--- src/sv/fixed_priority_interrupt_controller_top_macros.svh ---
// Assertion helpers for the interrupt controller.
`ifndef FIXED_PRIORITY_INTERRUPT_CONTROLLER_TOP_MACROS_SVH
`define FIXED_PRIORITY_INTERRUPT_CONTROLLER_TOP_MACROS_SVH

`ifndef NO_ASSERTIONS
// Same-cycle implication, disabled while in reset.
`define FPIC_ASSERT_IMPLY(label, clk, rst_n, a, b, msg) \
  label: assert property (@(posedge clk) disable iff (!rst_n) (a) |-> (b)) \
    else $error(msg);
// Next-cycle implication, disabled while in reset.
`define FPIC_ASSERT_NEXT(label, clk, rst_n, a, b, msg) \
  label: assert property (@(posedge clk) disable iff (!rst_n) (a) |=> (b)) \
    else $error(msg);
`else
`define FPIC_ASSERT_IMPLY(label, clk, rst_n, a, b, msg)
`define FPIC_ASSERT_NEXT(label, clk, rst_n, a, b, msg)
`endif

`endif

--- src/sv/fpic_pkg.sv ---
package fpic_pkg;

  localparam int NUM_LINES_DEF = 8;
  localparam int MAX_LINES     = 64;
  localparam int IDX_W         = 6;

  // opcode codes
  localparam logic [1:0] OP_RAISE = 2'd0;
  localparam logic [1:0] OP_ACK   = 2'd1;
  localparam logic [1:0] OP_EOI   = 2'd2;

  typedef struct packed {
    logic [1:0] opcode;
    logic [2:0] irq_line;
  } in_item_t;

  typedef struct packed {
    logic       granted;
    logic [2:0] vector;
    logic [7:0] pending_bits;
    logic [7:0] in_service_bits;
  } out_item_t;

  typedef struct packed {
    logic             granted;
    logic [IDX_W-1:0] index;
  } grant_t;

  // one-hot to index; zero input gives zero
  function automatic logic [IDX_W-1:0] onehot_to_idx(input logic [MAX_LINES-1:0] oh);
    logic [IDX_W-1:0] idx;
    idx = '0;
    for (int i = 0; i < MAX_LINES; i++) begin
      if (oh[i]) idx = idx | IDX_W'(i);
    end
    return idx;
  endfunction

endpackage

--- src/sv/fpic_in_reg.sv ---
module fpic_in_reg (
  input  logic              clk,
  input  logic              rst_n,
  input  logic              accept,
  input  fpic_pkg::in_item_t item,
  output logic              valid,
  output fpic_pkg::in_item_t item_q
);
  import fpic_pkg::*;

  logic     valid_r;
  in_item_t item_r;

  always_ff @(posedge clk) begin
    if (!rst_n) begin
      valid_r <= 1'b0;
    end else begin
      valid_r <= accept;
    end
  end

  always_ff @(posedge clk) begin
    if (accept) begin
      item_r <= item;
    end
  end

  assign valid  = valid_r;
  assign item_q = item_r;

endmodule

--- src/sv/fpic_resolve.sv ---
module fpic_resolve #(
  parameter int NUM_LINES = fpic_pkg::NUM_LINES_DEF
) (
  input  fpic_pkg::in_item_t     item,
  input  logic [NUM_LINES-1:0]   pending,
  input  logic [NUM_LINES-1:0]   in_service,
  input  logic [NUM_LINES-1:0]   mask,
  output logic [NUM_LINES-1:0]   pending_nxt,
  output logic [NUM_LINES-1:0]   in_service_nxt,
  output fpic_pkg::grant_t       grant
);
  import fpic_pkg::*;

  logic [NUM_LINES-1:0] isr_low;   // highest-priority in-service line, one-hot
  logic [NUM_LINES-1:0] above;     // lines with priority above it
  logic [NUM_LINES-1:0] eligible;
  logic [NUM_LINES-1:0] win;
  logic [NUM_LINES-1:0] raise_oh;

  // nothing in service: 0 - 1 wraps to all lines
  assign isr_low  = in_service & (~in_service + NUM_LINES'(1));
  assign above    = isr_low - NUM_LINES'(1);
  assign eligible = pending & ~mask & above;
  assign win      = eligible & (~eligible + NUM_LINES'(1));
  // a line past the top shifts out to zero
  assign raise_oh = NUM_LINES'(1) << item.irq_line;

  always_comb begin
    pending_nxt    = pending;
    in_service_nxt = in_service;
    grant          = '0;
    unique case (item.opcode)
      OP_RAISE: begin
        pending_nxt = pending | raise_oh;
      end
      OP_ACK: begin
        pending_nxt    = pending & ~win;
        in_service_nxt = in_service | win;
        grant.granted  = |win;
        grant.index    = onehot_to_idx(MAX_LINES'(win));
      end
      OP_EOI: begin
        in_service_nxt = in_service & ~isr_low;
      end
      default: begin
      end
    endcase
  end

endmodule

--- src/sv/fixed_priority_interrupt_controller_top.sv ---
// Fixed-priority interrupt controller, fully nested mode (line 0 highest).
//
// Input channel: drive in_item (opcode, irq_line) and pulse start. An item
// is taken at every edge where start is high and busy is low; busy is tied
// low, so one item can be issued every cycle, back to back.
// Opcodes: raise marks a line pending, acknowledge grants the best pending
// unmasked line above the current in-service level, end of interrupt
// retires the highest-priority in-service line. Other codes change nothing.
//
// Result channel: out_strobe is high for one cycle with out_item. A taken
// item passes the input register, then the resolve logic into the state
// and result registers. Sustained rate is one item per cycle;
// the pending/in-service update closes in the second stage, so each item
// sees the state left by the one before it. The receiver cannot stall;
// a result not captured in its strobe cycle is gone.
//
// Config: cfg_we with cfg_wdata writes the interrupt mask; write it only
// while no item is in flight. Reset (rst_n low, synchronous) clears the
// pending, in-service and mask registers and drops any item in flight.
`include "fixed_priority_interrupt_controller_top_macros.svh"

module fixed_priority_interrupt_controller_top #(
  parameter int NUM_LINES = fpic_pkg::NUM_LINES_DEF
) (
  input  logic                clk,
  input  logic                rst_n,
  input  logic                start,
  output logic                busy,
  input  fpic_pkg::in_item_t  in_item,
  output logic                out_strobe,
  output fpic_pkg::out_item_t out_item,
  input  logic                cfg_we,
  input  logic [7:0]          cfg_wdata
);
  import fpic_pkg::*;

  logic                 accept;
  logic                 v_r;
  in_item_t             item_r;
  logic [7:0]           mask_r;
  logic [NUM_LINES-1:0] mask_nl;
  logic [NUM_LINES-1:0] pending_r;
  logic [NUM_LINES-1:0] in_service_r;
  logic [NUM_LINES-1:0] pending_nxt;
  logic [NUM_LINES-1:0] in_service_nxt;
  grant_t               grant;
  logic [MAX_LINES-1:0] mask_wide;
  logic [MAX_LINES-1:0] pend_wide;
  logic [MAX_LINES-1:0] isr_wide;
  logic                 strobe_r;
  out_item_t            out_r;

  // never stalls the issuer
  assign busy   = 1'b0;
  assign accept = start && !busy;

  // stage 1: capture the item
  fpic_in_reg u_in_reg (
    .clk    (clk),
    .rst_n  (rst_n),
    .accept (accept),
    .item   (in_item),
    .valid  (v_r),
    .item_q (item_r)
  );

  // mask covers lines 0..7 only; higher lines are never masked
  assign mask_wide = MAX_LINES'(mask_r);
  assign mask_nl   = mask_wide[NUM_LINES-1:0];

  // stage 2: priority resolve against current state
  fpic_resolve #(
    .NUM_LINES (NUM_LINES)
  ) u_resolve (
    .item           (item_r),
    .pending        (pending_r),
    .in_service     (in_service_r),
    .mask           (mask_nl),
    .pending_nxt    (pending_nxt),
    .in_service_nxt (in_service_nxt),
    .grant          (grant)
  );

  assign pend_wide = MAX_LINES'(pending_nxt);
  assign isr_wide  = MAX_LINES'(in_service_nxt);

  always_ff @(posedge clk) begin
    if (!rst_n) begin
      mask_r       <= '0;
      pending_r    <= '0;
      in_service_r <= '0;
      strobe_r     <= 1'b0;
    end else begin
      if (cfg_we) begin
        mask_r <= cfg_wdata;
      end
      if (v_r) begin
        pending_r    <= pending_nxt;
        in_service_r <= in_service_nxt;
      end
      strobe_r <= v_r;
    end
  end

  // result payload, no reset needed
  always_ff @(posedge clk) begin
    if (v_r) begin
      out_r.granted         <= grant.granted;
      out_r.vector          <= grant.index[2:0];
      out_r.pending_bits    <= pend_wide[7:0];
      out_r.in_service_bits <= isr_wide[7:0];
    end
  end

  assign out_strobe = strobe_r;
  assign out_item   = out_r;

  `FPIC_ASSERT_IMPLY(a_latency, clk, rst_n, accept, ##2 out_strobe, "result strobe missing")
  `FPIC_ASSERT_NEXT(a_raise_isr, clk, rst_n, v_r && item_r.opcode == OP_RAISE,
    in_service_r == $past(in_service_r), "raise changed in-service")
  `FPIC_ASSERT_NEXT(a_eoi_pend, clk, rst_n, v_r && item_r.opcode == OP_EOI,
    pending_r == $past(pending_r), "end of interrupt changed pending")

endmodule
--- config.mk ---
export PLATFORM = sky130hd
export DESIGN_NAME = fixed_priority_interrupt_controller_top
export DESIGN_NICKNAME = d
export VERILOG_FILES = /design/src/sv/fpic_pkg.sv /design/src/sv/fpic_in_reg.sv /design/src/sv/fpic_resolve.sv /design/src/sv/fixed_priority_interrupt_controller_top.sv
export VERILOG_INCLUDE_DIRS = /design/src /design/src/sv
export SDC_FILE = /design/constraint.sdc
export NUM_CORES = 1
export LEC_CHECK = 0
export BUFFER_PORTS_ARGS = -buffer_cell sky130_fd_sc_hd__buf_2
export CAP_MARGIN = 30
export CORE_UTILIZATION = 51
export CTS_CLUSTER_DIAMETER = 100
export DETAILED_ROUTE_END_ITERATION = 10
export HOLD_SLACK_MARGIN = 0.12
export PLACE_DENSITY = 0.81
export RECOVER_POWER = 25
export SLEW_MARGIN = 0
export SYNTH_ARGS = -nofsm -noshare
export SYNTH_HDL_FRONTEND = slang
export SYNTH_SLANG_ARGS = --single-unit
--- constraint.sdc ---
create_clock -name clk -period 1.8 [get_ports clk]
set_input_delay 0.09 -clock clk [delete_from_list [all_inputs] [get_ports clk]]
set_output_delay 0.09 -clock clk [all_outputs]
set_load 0.03 [all_outputs]
==> run metrics <==
placement row count 25; Remaining Overflow, GRT 0; max-cap viol count 0; Worst EP required 1.86 ns; WS Path Type reg -> reg; Mean Syn Cell Area 10.0 µm²; Pint 1.83 mW; Die X 72.5 µm; register area share after synthesis 50.1%; Detailed Routing Iterations Pass 1 6; FFs w/ async S/R, synth 0%; Post-synth EDFFs 25; drt wl/cell 16.7 µm; Min-Delay Path Class in -> reg; largest net degree at the start of global routing 17; WP data arrival 1.96 ns; Final Max Slew Viols 0; critical path's top delay family simple AND/OR/NAND/NOR gates; PnR worst setup slack -0.0927 ns; Starting Density 53.3%; Synth top area share 29.6%; Logic pwr share 16.6%; FMAX 528 MHz; clock group share of total power 31.5%; vias per cell 5.74; critical path launch point type flop; worst slew pin tran 0.728 ns; element type at the critical path end flop; WP buf/inv 0; # setup viols final 9; post-DP HPWL 4.71 mm; Final min period 1.89 ns; register bit total from synthesis 51; post-synthesis xor/xnor area fraction 0%; CTS sink count 51; vias in the first global route 2187; layout cells sized above 1 32.2%; Vias 2349; GP Congestion 0.976; post-place setup slack -0.115 ns; VDD IR max 0.659 mV; utilization after layout 71.9%; hold_ws 0.211 ns; flop-to-flop setup slack -0.09 ns; Residual DRC 0; unrepaired setup endpoints after global routing true; # fillers 355; boundary pin count 39; Placeable Area 0.00475 mm²; Simple-Gate Fraction of Synth Area 22.7%; cell accounting for the most synthesized area edfxtp_1; CTS H-tree depth 2; cell count after synthesis 253; Slew headroom 51.5%; TritonCTS clock tree done; GRT Overall Usage 27.2%; switching power total 0.659 mW; maximum clock path buffer count 2; Die H 72.5 µm; failing checks setup timing; clk_lat worst skew 0.31 ns; Worst-path clk slew 0.10 ns; port bufs 37; sequential share of power 51.9%; sequential standard cell area 0.00128 mm²; Leak Pwr 1.41 nW; diode count 0; skew final 0.00798 ns; TNS Setup -0.328 ns; synthesized net count 273; largest family of logic cells by synthesized area simple AND/OR/NAND/NOR gates; antenna viol nets, final 0; initial antenna violation count 0; Mapped Area 0.00253 mm²; area occupied by multi-input gates 0.00125 mm²; fin crit share 105%; Power Density 727 mW/mm²; Worst path slowest cell or4_4; CTS Root Buffer Type clkbuf_8; die area 0.00526 mm²; complex-gate fraction of the synthesized area 17.5%; worst stage delay on the critical path 0.54 ns; first-pass GRT wire length 10.7 mm; largest cells by area after synthesis edfxtp_1, dfxtp_1, nor2_1; Warnings, synthesis 0; Routed WL 6.84 mm; Final Hold Vio Count 0; Post-Synth Adder-Cell Area 1.48%; Synth cell types 55; DR iter-0 viols 202; CTS buffer count 5; Worst Path Max Fanout 7; critical-path cell list or4_4 > or3_4 > o41ai_2 > o21ai_1; fin nets 361; switching part of the total 26.5%; status finished with violations; Layout area overhead 34.8%; main flop type after synthesis dfxtp_1; post-synthesis mux area share 3.95%
[cells in the final DEF, fill, tap and decap left out, types with 2 or more instances in the layout]
cell type | netlist | layout
a211oi_1 | 5 | 5
a21oi_1 | 12 | 12
a31oi_1 | 5 | 5
and2_1 | 4 | 4
and4_1 | 3 | 3
buf_2 | 2 | 36
buf_4 | 1 | 40
clkbuf_1 | 10 | 3
clkbuf_8 | 0 | 6
dfxtp_1 | 26 | 24
dfxtp_4 | 0 | 2
dlygate4sd3_1 | 0 | 15
edfxtp_1 | 25 | 25
ha_1 | 3 | 2
inv_1 | 10 | 10
mux2i_1 | 10 | 10
nand2_1 | 18 | 18
nand2b_1 | 9 | 8
nand3_1 | 3 | 3
nand3b_1 | 3 | 3
nor2_1 | 29 | 29
nor2b_1 | 6 | 5
nor3_1 | 6 | 5
nor3b_1 | 3 | 3
nor4_1 | 5 | 3
nor4_2 | 3 | 2
nor4_4 | 0 | 3
o21ai_0 | 13 | 11
o21ai_1 | 0 | 2
o221a_2 | 2 | 2
o22a_1 | 2 | 2
o311a_1 | 2 | 2
o31ai_1 | 3 | 3
o41ai_2 | 0 | 2
or3_4 | 1 | 2
[cells in the mapped netlist, types with 2 or more instances]
cell type  number
nor2_1         29
dfxtp_1        26
edfxtp_1       25
nand2_1        18
o21ai_0        13
a21oi_1        12
clkbuf_1       10
inv_1          10
mux2i_1        10
nand2b_1        9
nor2b_1         6
nor3_1          6
a211oi_1        5
a31oi_1         5
nor4_1          5
and2_1          4
and4_1          3
ha_1            3
nand3_1         3
nand3b_1        3
nor3b_1         3
nor4_2          3
o31ai_1         3
a41oi_1         2
buf_2           2
o221a_2         2
o22a_1          2
o311a_1         2
o41ai_1         2
or3b_2          2
[cell families (layout without fill, tap and decap cells)]
kind of cell | Yosys count | in the layout
other cells | 1 | 1
mux | 10 | 10
compound gates | 61 | 61
fa+ha+maj | 3 | 3
simple gates | 103 | 103
buf+inv | 24 | 113
flops | 51 | 51
[metrics by stage]
stage	instance area, µm²	std cells	total power [mW]
floorplan	2570	253	1.54
global placement	3050	382	1.67
detailed placement	3050	382	1.67
CTS	3370	408	2.47
global route	3420	409	2.57
finish	3420	409	2.49
[metal layers]
metal	GRT usage [%]	vias up	share of wire (%)	wire, µm
li1	-	1115	-	-
met1	35.1	1116	43	2930
met2	45.6	107	49	3330
met3	4.31	11	6.9	473
met4	11.1	0	1.6	109
met5	0	-	0	0
[power by group through the flow]
stage	combinational [mW]	sequential (mW)	clock (mW)
CTS	0.393	1.29	0.786
floorplan	0.186	1.35	0
global placement	0.350	1.32	0
detailed placement	0.355	1.32	0
global route	0.443	1.30	0.828
finish	0.413	1.29	0.783
[state kept, by name, summed over array words and instances (netlist names)]
register         flops
out_item            20
in_service_r         8
u_in_reg.valid       1
out_strobe           1
u_in_reg.item_q      5
pending_r            8
mask_nl              8
[worst reg2reg max path, delay by kind of cell (launching register included)]
family,cells,cell delay (ns)
simple gates,2,0.98
compound gates,2,0.29
flops,1,0.38
[path summary, 6_finish.rpt]
check             cells after the start             from           end
setup / recovery                      4  in_service_r[0]  out_item[12]
hold / removal                        3           cfg_we    mask_nl[2]
setup reg to reg                      4  in_service_r[0]  out_item[12]
hold reg to reg                       2       mask_nl[2]    mask_nl[2]
[area by class of cell]
| cell class | count | share of cell area [%] |
|---|---|---|
| clock inverters | 1 | 0.146 |
| well taps | 67 | 2.45 |
| inverters | 10 | 1.10 |
| multi-input cells | 178 | 36.6 |
| flip-flops and latches | 51 | 37.4 |
| clock buffers | 7 | 3.15 |
| repair buffers | 95 | 19.1 |
[what timing repair did]
action	4_1_cts	5_1_grt
setup endpoints to repair	15	21
setup buffers	3	1
hold buffers	15	0
gates resized for setup	8	10
pin swaps	3	5
hold endpoints to repair	22	0
Power figures use the tool's default switching activity.
